[src/rtl/mabr_pkg.sv]
// Shared constants, register map and sequencer state type for the
// moving-average background removal core. No dependencies.
`default_nettype none

package mabr_pkg;

  // Default sizing, handed to the top level as parameter defaults
  localparam int WINDOW_DEPTH_DEF      = 128;
  localparam int MAX_TRACE_SAMPLES_DEF = 4096;
  localparam int SAMPLE_BITS_DEF       = 16;

  // Result index field saturates at its full width
  localparam int                  INDEX_BITS = 12;
  localparam logic [INDEX_BITS-1:0] INDEX_MAX = '1;

  // Configuration register map
  localparam int              WINDOW_SIZE_BITS  = 7;
  localparam logic [WINDOW_SIZE_BITS-1:0] WINDOW_SIZE_RESET = 7'd15;
  localparam int              CFG_ADDR_BITS     = 3;
  localparam int              CFG_DATA_BITS     = 32;
  localparam logic            REG_IDX_WINDOW_SIZE = 1'b0;

  // Sequencer states
  typedef enum logic [2:0] {
    ST_IDLE,
    ST_RD_CUR,
    ST_RD_OLD,
    ST_DIV,
    ST_EMIT
  } state_t;

endpackage

`default_nettype wire

[src/rtl/mabr_if.sv]
// Valid/ready channel interfaces for the sample input and residual output.
// Depends on mabr_pkg for default widths.
`default_nettype none

interface mabr_in_if #(
  parameter int SAMPLE_BITS = mabr_pkg::SAMPLE_BITS_DEF
);
  logic                          valid;
  logic                          ready;
  logic signed [SAMPLE_BITS-1:0] sample;
  logic                          last_sample;

  modport source (output valid, sample, last_sample, input ready);
  modport sink   (input valid, sample, last_sample, output ready);
endinterface

interface mabr_out_if #(
  parameter int SAMPLE_BITS = mabr_pkg::SAMPLE_BITS_DEF
);
  logic                                  valid;
  logic                                  ready;
  logic signed [SAMPLE_BITS:0]           residual;
  logic [mabr_pkg::INDEX_BITS-1:0]       sample_index;
  logic                                  last_result;

  modport source (output valid, residual, sample_index, last_result, input ready);
  modport sink   (input valid, residual, sample_index, last_result, output ready);
endinterface

`default_nettype wire

[src/rtl/moving_average_background_removal_core.sv]
// Centered moving-average background removal over one radar trace.
// Depends on mabr_pkg, mabr_in_if / mabr_out_if and mabr_div.
`default_nettype none

// Streams the samples of one trace and returns, for every index t, the sample
// minus the truncated mean of the samples t-h .. t+h, windows clipped at both
// trace ends, with h = window_size/2 after an odd round-up, capped at
// (WINDOW_DEPTH-1)/2 and latched at the first sample of each trace. Results lag
// the input by h samples; the flagged last sample (or the sample at index
// MAX_TRACE_SAMPLES-1) flushes all remaining results one after another. A
// sample that produces no result is only accepted. A sample that produces a
// result goes through the accept, two sample-memory reads, a divider run over
// every bit of the window sum magnitude, and the output write. Each further
// result of a flush skips the accept, and a stalled output holds the output
// write. The input stalls during this time; a finished result sits in the
// output register while the next sample is taken. The sample memory is not
// cleared after reset: only entries written in the current trace are read.
module moving_average_background_removal_core #(
  parameter int WINDOW_DEPTH      = mabr_pkg::WINDOW_DEPTH_DEF,
  parameter int MAX_TRACE_SAMPLES = mabr_pkg::MAX_TRACE_SAMPLES_DEF,
  parameter int SAMPLE_BITS       = mabr_pkg::SAMPLE_BITS_DEF
) (
  input  wire logic                                clk,
  input  wire logic                                rst_n,
  mabr_in_if.sink                                  in_if,
  mabr_out_if.source                               out_if,
  input  wire logic                                psel,
  input  wire logic                                penable,
  input  wire logic                                pwrite,
  input  wire logic [mabr_pkg::CFG_ADDR_BITS-1:0]  paddr,
  input  wire logic [mabr_pkg::CFG_DATA_BITS-1:0]  pwdata,
  output logic [mabr_pkg::CFG_DATA_BITS-1:0]       prdata,
  output logic                                     pready
);

  localparam int ADDR_W   = $clog2(WINDOW_DEPTH);
  localparam int IDX_W    = $clog2(MAX_TRACE_SAMPLES);
  localparam int CNT_W    = $clog2(WINDOW_DEPTH + 1);
  localparam int SUM_W    = SAMPLE_BITS + CNT_W;
  localparam int WIDE_W   = IDX_W + ADDR_W + 1;
  localparam int HALF_CAP = (WINDOW_DEPTH - 1) / 2;
  localparam int WS_W     = mabr_pkg::WINDOW_SIZE_BITS;

  // ---------------------------------------------------------------- registers
  mabr_pkg::state_t state_r, state_nxt;

  logic [WS_W-1:0]              window_size_r;
  logic [ADDR_W-1:0]            half_r;
  logic [IDX_W-1:0]             rcv_r;
  logic [IDX_W-1:0]             newest_r;
  logic [IDX_W-1:0]             out_idx_r;
  logic [ADDR_W-1:0]            wr_ptr_r;
  logic [ADDR_W-1:0]            out_ptr_r;
  logic signed [SUM_W-1:0]      sum_r;
  logic                         fin_r;
  logic                         emit_pend_r;
  logic [CNT_W-1:0]             count_r;
  logic signed [SAMPLE_BITS-1:0] cur_r;
  logic                         sum_neg_r;

  logic                                  out_valid_r;
  logic signed [SAMPLE_BITS:0]           residual_r;
  logic [mabr_pkg::INDEX_BITS-1:0]       index_r;
  logic                                  last_r;

  // Sample memory
  logic signed [SAMPLE_BITS-1:0] mem [WINDOW_DEPTH];
  logic signed [SAMPLE_BITS-1:0] rdata_r;
  logic                          mem_re;
  logic [ADDR_W-1:0]             mem_raddr;

  // ------------------------------------------------------------ config port
  logic cfg_wr;
  assign cfg_wr = psel && penable && pwrite && pready;
  assign pready = 1'b1;

  always_ff @(posedge clk) begin
    if (!rst_n) begin
      window_size_r <= mabr_pkg::WINDOW_SIZE_RESET;
    end else if (cfg_wr && paddr[2] == mabr_pkg::REG_IDX_WINDOW_SIZE) begin
      window_size_r <= pwdata[WS_W-1:0];
    end
  end

  always_comb begin
    prdata = '0;
    if (paddr[2] == mabr_pkg::REG_IDX_WINDOW_SIZE) begin
      prdata = mabr_pkg::CFG_DATA_BITS'(window_size_r);
    end
  end

  // ------------------------------------------------------- derived values
  logic                in_fire;
  logic                out_free;
  logic                emit_fire;
  logic                in_fin;
  logic [ADDR_W-1:0]   half_cfg;
  logic [ADDR_W-1:0]   half_use;
  logic                need_emit;
  logic [WIDE_W-1:0]   lo_w;
  logic [WIDE_W-1:0]   count_w;
  logic                past_half;
  logic [ADDR_W:0]     old_wrap;
  logic [ADDR_W-1:0]   old_addr;
  logic [ADDR_W-1:0]   wr_ptr_inc;
  logic [ADDR_W-1:0]   out_ptr_inc;
  logic                is_last_out;
  logic                div_start;
  logic                div_busy;
  logic [SUM_W-1:0]    div_quo;
  logic [SUM_W-1:0]    sum_mag;
  logic [SAMPLE_BITS:0] mean_mag;
  logic signed [SAMPLE_BITS:0]   mean;
  logic signed [SAMPLE_BITS+1:0] residual_w;

  assign in_fire   = in_if.valid && in_if.ready;
  assign out_free  = !out_valid_r || out_if.ready;
  assign emit_fire = (state_r == mabr_pkg::ST_EMIT) && out_free;

  // Effective half window: odd round-up, then cap to what the memory holds
  assign half_cfg = (32'(window_size_r[WS_W-1:1]) > HALF_CAP) ?
                    ADDR_W'(HALF_CAP) : ADDR_W'(window_size_r[WS_W-1:1]);
  assign half_use = (rcv_r == '0) ? half_cfg : half_r;

  // Overlong trace ends at the last index whatever the flag
  assign in_fin    = in_if.last_sample || (rcv_r == IDX_W'(MAX_TRACE_SAMPLES - 1));
  assign need_emit = in_fin || (WIDE_W'(rcv_r) >= WIDE_W'(half_use));

  // Window bounds for the current output index
  assign past_half = WIDE_W'(out_idx_r) >= WIDE_W'(half_r);
  assign lo_w      = past_half ? WIDE_W'(out_idx_r) - WIDE_W'(half_r) : '0;
  assign count_w   = WIDE_W'(newest_r) - lo_w + WIDE_W'(1);

  // Memory slot of the sample leaving the window
  assign old_wrap = {1'b0, out_ptr_r} + (ADDR_W+1)'(WINDOW_DEPTH) - {1'b0, half_r};
  assign old_addr = (out_ptr_r >= half_r) ? out_ptr_r - half_r : old_wrap[ADDR_W-1:0];

  assign wr_ptr_inc  = (wr_ptr_r  == ADDR_W'(WINDOW_DEPTH - 1)) ? '0 : wr_ptr_r + 1'b1;
  assign out_ptr_inc = (out_ptr_r == ADDR_W'(WINDOW_DEPTH - 1)) ? '0 : out_ptr_r + 1'b1;
  assign is_last_out = fin_r && (out_idx_r == newest_r);

  // Signed mean from the unsigned quotient, truncated toward zero
  assign sum_mag    = sum_r[SUM_W-1] ? SUM_W'(-sum_r) : SUM_W'(sum_r);
  assign mean_mag   = div_quo[SAMPLE_BITS:0];
  assign mean       = sum_neg_r ? -$signed(mean_mag) : $signed(mean_mag);
  assign residual_w = (SAMPLE_BITS+2)'(cur_r) - (SAMPLE_BITS+2)'(mean);

  // ------------------------------------------------------------ next state
  always_comb begin
    state_nxt = state_r;
    case (state_r)
      mabr_pkg::ST_IDLE: begin
        if (in_fire && need_emit) begin
          state_nxt = mabr_pkg::ST_RD_CUR;
        end
      end
      mabr_pkg::ST_RD_CUR: state_nxt = mabr_pkg::ST_RD_OLD;
      mabr_pkg::ST_RD_OLD: state_nxt = mabr_pkg::ST_DIV;
      mabr_pkg::ST_DIV: begin
        if (!div_busy) begin
          state_nxt = mabr_pkg::ST_EMIT;
        end
      end
      mabr_pkg::ST_EMIT: begin
        if (out_free) begin
          state_nxt = (fin_r && !is_last_out) ? mabr_pkg::ST_RD_CUR : mabr_pkg::ST_IDLE;
        end
      end
      default: state_nxt = mabr_pkg::ST_IDLE;
    endcase
  end

  // -------------------------------------------------------- state outputs
  always_comb begin
    in_if.ready = 1'b0;
    mem_re      = 1'b0;
    mem_raddr   = out_ptr_r;
    div_start   = 1'b0;
    case (state_r)
      mabr_pkg::ST_IDLE: in_if.ready = 1'b1;
      mabr_pkg::ST_RD_CUR: mem_re = 1'b1;
      mabr_pkg::ST_RD_OLD: begin
        mem_re    = 1'b1;
        mem_raddr = old_addr;
        div_start = 1'b1;
      end
      mabr_pkg::ST_DIV, mabr_pkg::ST_EMIT: ;
      default: ;
    endcase
  end

  always_ff @(posedge clk) begin
    if (!rst_n) begin
      state_r <= mabr_pkg::ST_IDLE;
    end else begin
      state_r <= state_nxt;
    end
  end

  // ------------------------------------------------------------ sample memory
  always_ff @(posedge clk) begin
    if (in_fire) begin
      mem[wr_ptr_r] <= in_if.sample;
    end
    if (mem_re) begin
      rdata_r <= mem[mem_raddr];
    end
  end

  // ----------------------------------------------------- trace bookkeeping
  always_ff @(posedge clk) begin
    if (!rst_n) begin
      half_r      <= '0;
      rcv_r       <= '0;
      newest_r    <= '0;
      out_idx_r   <= '0;
      wr_ptr_r    <= '0;
      out_ptr_r   <= '0;
      sum_r       <= '0;
      fin_r       <= 1'b0;
      emit_pend_r <= 1'b0;
    end else if (in_fire) begin
      // Take the sample into the running window sum
      half_r      <= half_use;
      newest_r    <= rcv_r;
      fin_r       <= in_fin;
      emit_pend_r <= need_emit;
      sum_r       <= sum_r + SUM_W'(in_if.sample);
      if (in_fin) begin
        rcv_r    <= '0;
        wr_ptr_r <= '0;
      end else begin
        rcv_r    <= rcv_r + 1'b1;
        wr_ptr_r <= wr_ptr_inc;
      end
    end else if (emit_fire) begin
      // Advance to the next output (dropping the oldest past half) or end trace
      emit_pend_r <= !is_last_out && fin_r;
      if (is_last_out) begin
        sum_r     <= '0;
        out_idx_r <= '0;
        out_ptr_r <= '0;
      end else begin
        if (past_half) begin
          sum_r <= sum_r - SUM_W'(rdata_r);
        end
        out_idx_r <= out_idx_r + 1'b1;
        out_ptr_r <= out_ptr_inc;
      end
    end
  end

  // Operands for the mean
  always_ff @(posedge clk) begin
    if (state_r == mabr_pkg::ST_RD_CUR) begin
      count_r <= CNT_W'(count_w);
    end
    if (state_r == mabr_pkg::ST_RD_OLD) begin
      cur_r     <= rdata_r;
      sum_neg_r <= sum_r[SUM_W-1];
    end
  end

  mabr_div #(
    .DIVIDEND_BITS (SUM_W),
    .DIVISOR_BITS  (CNT_W)
  ) u_div (
    .clk      (clk),
    .rst_n    (rst_n),
    .start    (div_start),
    .dividend (sum_mag),
    .divisor  (count_r),
    .busy     (div_busy),
    .quotient (div_quo)
  );

  // ------------------------------------------------------- output register
  always_ff @(posedge clk) begin
    if (!rst_n) begin
      out_valid_r <= 1'b0;
    end else if (emit_fire) begin
      out_valid_r <= 1'b1;
    end else if (out_if.ready) begin
      out_valid_r <= 1'b0;
    end
  end

  always_ff @(posedge clk) begin
    if (emit_fire) begin
      residual_r <= residual_w[SAMPLE_BITS:0];
      index_r    <= (32'(out_idx_r) > 32'(mabr_pkg::INDEX_MAX)) ?
                    mabr_pkg::INDEX_MAX : mabr_pkg::INDEX_BITS'(out_idx_r);
      last_r     <= is_last_out;
    end
  end

  assign out_if.valid        = out_valid_r;
  assign out_if.residual     = residual_r;
  assign out_if.sample_index = index_r;
  assign out_if.last_result  = last_r;

  // -------------------------------------------------------------- assertions
  a_div_nonzero: assert property (@(posedge clk) disable iff (!rst_n)
    (state_r == mabr_pkg::ST_RD_OLD) |-> (count_r != '0))
    else $error("window count is zero at divide start");

  a_no_accept_busy: assert property (@(posedge clk) disable iff (!rst_n)
    in_fire |-> !div_busy)
    else $error("sample accepted while divider runs");

  a_trace_clear: assert property (@(posedge clk) disable iff (!rst_n)
    (emit_fire && is_last_out) |=> (sum_r == '0 && out_idx_r == '0 && rcv_r == '0))
    else $error("trace state not cleared after final result");

  a_out_in_range: assert property (@(posedge clk) disable iff (!rst_n)
    (state_r != mabr_pkg::ST_IDLE) |-> (out_idx_r <= newest_r && emit_pend_r))
    else $error("output index beyond newest sample");

endmodule

`default_nettype wire

[src/rtl/mabr_div.sv]
// Bit-serial restoring divider, one quotient bit per cycle.
// Unsigned operands; no package dependencies.
`default_nettype none

module mabr_div #(
  parameter int DIVIDEND_BITS = 24,
  parameter int DIVISOR_BITS  = 8
) (
  input  wire logic                     clk,
  input  wire logic                     rst_n,
  input  wire logic                     start,
  input  wire logic [DIVIDEND_BITS-1:0] dividend,
  input  wire logic [DIVISOR_BITS-1:0]  divisor,
  output logic                          busy,
  output logic [DIVIDEND_BITS-1:0]      quotient
);

  localparam int CNT_W = $clog2(DIVIDEND_BITS + 1);

  logic [DIVIDEND_BITS-1:0] quo_r;
  logic [DIVISOR_BITS-1:0]  rem_r;
  logic [DIVISOR_BITS-1:0]  div_r;
  logic [CNT_W-1:0]         cnt_r;
  logic                     busy_r;

  logic [DIVISOR_BITS:0]    trial;
  logic                     fits;

  // Shift the next dividend bit into the partial remainder and try a subtract
  assign trial = {rem_r, quo_r[DIVIDEND_BITS-1]};
  assign fits  = trial >= {1'b0, div_r};

  // Control: count the iterations
  always_ff @(posedge clk) begin
    if (!rst_n) begin
      busy_r <= 1'b0;
      cnt_r  <= '0;
    end else if (start) begin
      busy_r <= 1'b1;
      cnt_r  <= CNT_W'(DIVIDEND_BITS);
    end else if (busy_r) begin
      cnt_r  <= cnt_r - 1'b1;
      busy_r <= cnt_r != CNT_W'(1);
    end
  end

  // Datapath: remainder and quotient shift
  always_ff @(posedge clk) begin
    if (start) begin
      quo_r <= dividend;
      rem_r <= '0;
      div_r <= divisor;
    end else if (busy_r) begin
      quo_r <= {quo_r[DIVIDEND_BITS-2:0], fits};
      rem_r <= fits ? DIVISOR_BITS'(trial - {1'b0, div_r}) : trial[DIVISOR_BITS-1:0];
    end
  end

  assign busy     = busy_r;
  assign quotient = quo_r;

endmodule

`default_nettype wire

[src/flat_wrapper.sv]
// flat-port wrapper written by rule: the top's interface ports become plain ports
module moving_average_background_removal_core_flat 
#(
  parameter int WINDOW_DEPTH      = mabr_pkg::WINDOW_DEPTH_DEF,
  parameter int MAX_TRACE_SAMPLES = mabr_pkg::MAX_TRACE_SAMPLES_DEF,
  parameter int SAMPLE_BITS       = mabr_pkg::SAMPLE_BITS_DEF
)
  (clk, rst_n, psel, penable, pwrite, paddr, pwdata, prdata, pready, in_if_valid, in_if_sample, in_if_last_sample, in_if_ready, out_if_valid, out_if_residual, out_if_sample_index, out_if_last_result, out_if_ready);
  mabr_in_if #(.SAMPLE_BITS(SAMPLE_BITS)) in_if_i ();
  mabr_out_if #(.SAMPLE_BITS(SAMPLE_BITS)) out_if_i ();
  input  wire logic clk;
  input  wire logic rst_n;
  input  wire logic psel;
  input  wire logic penable;
  input  wire logic pwrite;
  input  wire logic [mabr_pkg::CFG_ADDR_BITS-1:0] paddr;
  input  wire logic [mabr_pkg::CFG_DATA_BITS-1:0] pwdata;
  output logic [mabr_pkg::CFG_DATA_BITS-1:0] prdata;
  output logic pready;
  input wire logic [$bits(in_if_i.valid)-1:0] in_if_valid;
  input wire logic [$bits(in_if_i.sample)-1:0] in_if_sample;
  input wire logic [$bits(in_if_i.last_sample)-1:0] in_if_last_sample;
  output wire logic [$bits(in_if_i.ready)-1:0] in_if_ready;
  output wire logic [$bits(out_if_i.valid)-1:0] out_if_valid;
  output wire logic [$bits(out_if_i.residual)-1:0] out_if_residual;
  output wire logic [$bits(out_if_i.sample_index)-1:0] out_if_sample_index;
  output wire logic [$bits(out_if_i.last_result)-1:0] out_if_last_result;
  input wire logic [$bits(out_if_i.ready)-1:0] out_if_ready;
  assign in_if_i.valid = in_if_valid;
  assign in_if_i.sample = in_if_sample;
  assign in_if_i.last_sample = in_if_last_sample;
  assign in_if_ready = in_if_i.ready;
  assign out_if_valid = out_if_i.valid;
  assign out_if_residual = out_if_i.residual;
  assign out_if_sample_index = out_if_i.sample_index;
  assign out_if_last_result = out_if_i.last_result;
  assign out_if_i.ready = out_if_ready;
  moving_average_background_removal_core #(.WINDOW_DEPTH(WINDOW_DEPTH), .MAX_TRACE_SAMPLES(MAX_TRACE_SAMPLES), .SAMPLE_BITS(SAMPLE_BITS)) u_core (.clk(clk), .rst_n(rst_n), .in_if(in_if_i), .out_if(out_if_i), .psel(psel), .penable(penable), .pwrite(pwrite), .paddr(paddr), .pwdata(pwdata), .prdata(prdata), .pready(pready));
endmodule
[config.mk]
export PLATFORM = sky130hd
export DESIGN_NAME = moving_average_background_removal_core_flat
export DESIGN_NICKNAME = d
export VERILOG_FILES = /design/src/rtl/mabr_pkg.sv /design/src/rtl/mabr_if.sv /design/src/rtl/moving_average_background_removal_core.sv /design/src/rtl/mabr_div.sv /design/src/flat_wrapper.sv
export SDC_FILE = /design/constraint.sdc
export NUM_CORES = 2
export LEC_CHECK = 0
export BUFFER_PORTS_ARGS = -buffer_cell sky130_fd_sc_hd__buf_2
export CAP_MARGIN = 20
export CORE_MARGIN = 5
export CORE_UTILIZATION = 60
export CTS_CLUSTER_SIZE = 24
export DETAILED_ROUTE_END_ITERATION = 6
export PLACE_DENSITY = 0.83
export RECOVER_POWER = 25
export SLEW_MARGIN = 20
export SYNTH_ARGS = -nofsm -noshare
export SYNTH_HDL_FRONTEND = slang
export SYNTH_SLANG_ARGS = --single-unit
export TNS_END_PERCENT = 50
[constraint.sdc]
create_clock -name clk -period 6.6 [get_ports clk]
set_input_delay 0.99 -clock clk [delete_from_list [all_inputs] [get_ports clk]]
set_output_delay 0.99 -clock clk [all_outputs]
set_load 0.03 [all_outputs]
==> metrics.csv <==
metric,value,unit
post-synthesis cell count,6183,
Worst Max-Slew Pin Slew,4.52,ns
Final ANT Viol Nets,0,
unrepaired setup endpoints after global routing,false,
critical path startpoint category,input pin,
vias after detailed routing,60802,
Worst Path Required,7.33,ns
Layout Nets,6562,
post-CTS setup buffer count,0,
"Distinct cells, synth",82,
number of I/O port buffers,70,
Clock Pin Slew Worst Setup and Hold Paths,0.06,ns
Int Power,24400,µW
Reg-to-Reg Start,u_core.out_ptr_r[3],
crit-path max FO,66,
Hold Crit Class,in2reg,
critical path type,in2reg,
CTS root buf,clkbuf_16,
CTS tree,yes,
pin count of the biggest net entering global routing,97,
violated checks,"design-rule violations, max-capacitance violations, max-slew violations",
I/O pins,124,
CTS sink cnt,2258,
Hold Worst Slack,0.378,ns
first-pass GRT wire length,404000,µm
Tot Pwr,33100,µW
minimum clock period,5.98,ns
clock share of power,37.7,%
hold bufs inserted after CTS,0,
Mapped Area,94800,µm²
Site Rows,146,
"Clk Latency, worst-skew pair",0.94,ns
Iter 0 DRT Violations,11358,
number of hold violations in the final report,0,
Tot GR Track Use,33.5,%
GR peak layer,met2,
CP Capture Type,flop,
Chip Height,408,µm
static leakage,0.0357,µW
Logic pwr share,13.5,%
setup TNS,0,ns
#FFs+latches synth,2258,
Remaining DRCs,79,
max_slew headroom,-202,%
most common library cells after synthesis,"2151 x edfxtp_1, 920 x nand2_1, 343 x nand3_1, 335 x mux2i_1, 285 x nor2_1",
post-CTS sizing,0,
gr ovfl total,0,
post-route setup slack,0.623,ns
Critical path origin,in_if_sample[6],
"non-filler cells, final",8650,
die area,166000,µm²
GP Congestion,0.959,
sequential share of power,48.8,%
CP arrival,6.71,ns
Synth area leaders,"edfxtp_1 68%, mux4_2 6.5%, nand2_1 3.6%, mux2i_1 3.5%, dfxtp_1 2.3%",
cell taking the most area after synthesis,edfxtp_1,
max-slew violations,1249,
initial antenna violation count,15,
Longest Clk Path Bufs,3,
vias in the first global route,59479,
Switching Power,8700,µW
routed length per instance,32.8,µm
switching share of power,26.3,%
met3 GRT Util,11.9,%
Area growth syn-to-layout,11.4,%
Final HPWL DP,165000,µm
status,"complete, but fails checks",
PwrDens,314,nW/µm²
met2 GRT Util,50.8,%
asr flop ratio synth,0,%
Placed Cells,8245,
most common cell in the netlist,edfxtp_1,
CORE AREA,158000,µm²
"EDFF count, synth",2151,
Clock H-tree levels,4,
clk_skew,0.119,ns
post-synthesis sequential area ratio,70.4,%
routed wire length,283000,µm
Vias/cell,7.03,
Post-Syn Area per Cell,15.3,µm²
CTS Buf Count,209,
DR pass1 iterations,7,
Initial Util,60.1,%
Synth Warn #,0,
final setup vio count,0,
Die X,408,µm
ys flop type,edfxtp_1,
fmax,0.167,GHz
fraction of layout cells with a size suffix above 1,14.9,%
final clock period utilization by the worst path,90.6,%
post-synth top area share,68.1,%
VDD IR max,0.330,mV
Hold Path Origin,pwdata[3],
M1 GR Usage,41.1,%
max cap viols,22,
Setup Slack @ Placement,1.27,ns
## cell families (layout without fill, tap and decap cells)
family / count (synthesis) / in the layout / share of synthesized area (%)
AOI/OAI and AO/OA: 736 / 736 / 5.41
xor gates and xnor gates: 152 / 152 / 1.44
adders and majority gates: 119 / 119 / 1.63
buffers and inverters: 479 / 837 / 2.55
DFF: 2258 / 2258 / 70.4
muxes: 613 / 613 / 10.1
other: 2 / 39 / 0.00792
and+or+nand+nor: 1824 / 1824 / 8.48
## layer usage
layer / up-vias / share of wire, %
met3: 1333 / 16
met4: 10 / 8.3
met2: 5711 / 45
met5: - / 0.059
li1: 24246 / -
met1: 29502 / 31
## state kept, by name, indices dropped and copies added (netlist names), 16 cells and up
signal,cells
u_core.out_if.residual,17
u_core.mem,2048
u_core.u_div.quotient,24
u_core.sum_r,24
u_core.cur_r,16
u_core.rdata_r,16
## final timing paths
kind | end | slack (ns) | cells after the start
max | u_core.sum_r[22] | 0.62 | 12
min | u_core.window_size_r[3] | 0.38 | 3
max reg2reg | u_core.rdata_r[12] | 0.85 | 12
min reg2reg | u_core.u_div.div_r[4] | 0.43 | 0
## cell type report
| type | count | area (µm²) |
|---|---|---|
| repair buffers | 344 | 2660 |
| flip-flops and latches | 2258 | 66700 |
| inverters | 101 | 384 |
| multi-input cells | 3470 | 26100 |
| diodes | 13 | 32.5 |
| clock buffers | 248 | 5420 |
| clock inverters | 144 | 1740 |
| well taps | 2072 | 2590 |
| fillers | 9782 | 52200 |
## per-stage QoR
stage          util, %  area, µm²
2_1_floorplan        -      94900
3_3_place_gp      62.4      98400
3_5_place_dp      62.4      98500
4_1_cts           67.0     106000
5_1_grt           66.9     106000
6_report          66.9     106000
## power by group through the flow
| stage | Sequential, µW | Combinational, µW | Clock (µW) |
|---|---|---|---|
| after floorplan | 16300 | 2790 | 0 |
| after global placement | 16400 | 4100 | 0 |
| after detailed placement | 16400 | 4240 | 0 |
| after CTS | 16100 | 4330 | 12500 |
| after global routing | 16200 | 4700 | 13200 |
| final | 16200 | 4470 | 12500 |
## worst max-delay path, cell delays in order
cell	delay (ns)
clkbuf_1	2.43
ha_1	0.62
a21oi_1	0.31
nand2_1	0.08
or4b_2	0.65
a21oi_1	0.22
nor2_1	0.09
a221oi_1	0.57
o21ai_0	0.26
xor2_1	0.19
a22oi_1	0.15
a21oi_1	0.09
## layout by cell type (no fill, tap or decap), types with 16 or more instances in the layout
cell type / n
clkinv_2: 40
a21o_1: 27
a22oi_1: 29
nand4_1: 41
clkbuf_1: 63
o21ai_0: 100
a221oi_1: 24
nor2b_1: 30
buf_12: 22
nor3_1: 32
and3_1: 54
buf_4: 239
nor2_2: 32
or3_1: 16
a211oi_1: 64
clkinv_1: 45
ha_1: 112
nand4b_1: 17
conb_1: 26
nand2_1: 919
xnor2_1: 74
inv_1: 100
dfxtp_1: 107
mux4_2: 273
edfxtp_1: 2151
a311oi_1: 81
a21oi_1: 149
clkbuf_16: 209
a31oi_1: 68
nand2b_1: 34
nand3_1: 342
mux2i_1: 333
bufinv_16: 26
nor2_1: 248
buf_2: 53
xor2_1: 75
o211ai_1: 23
Power figures use the tool's default switching activity.
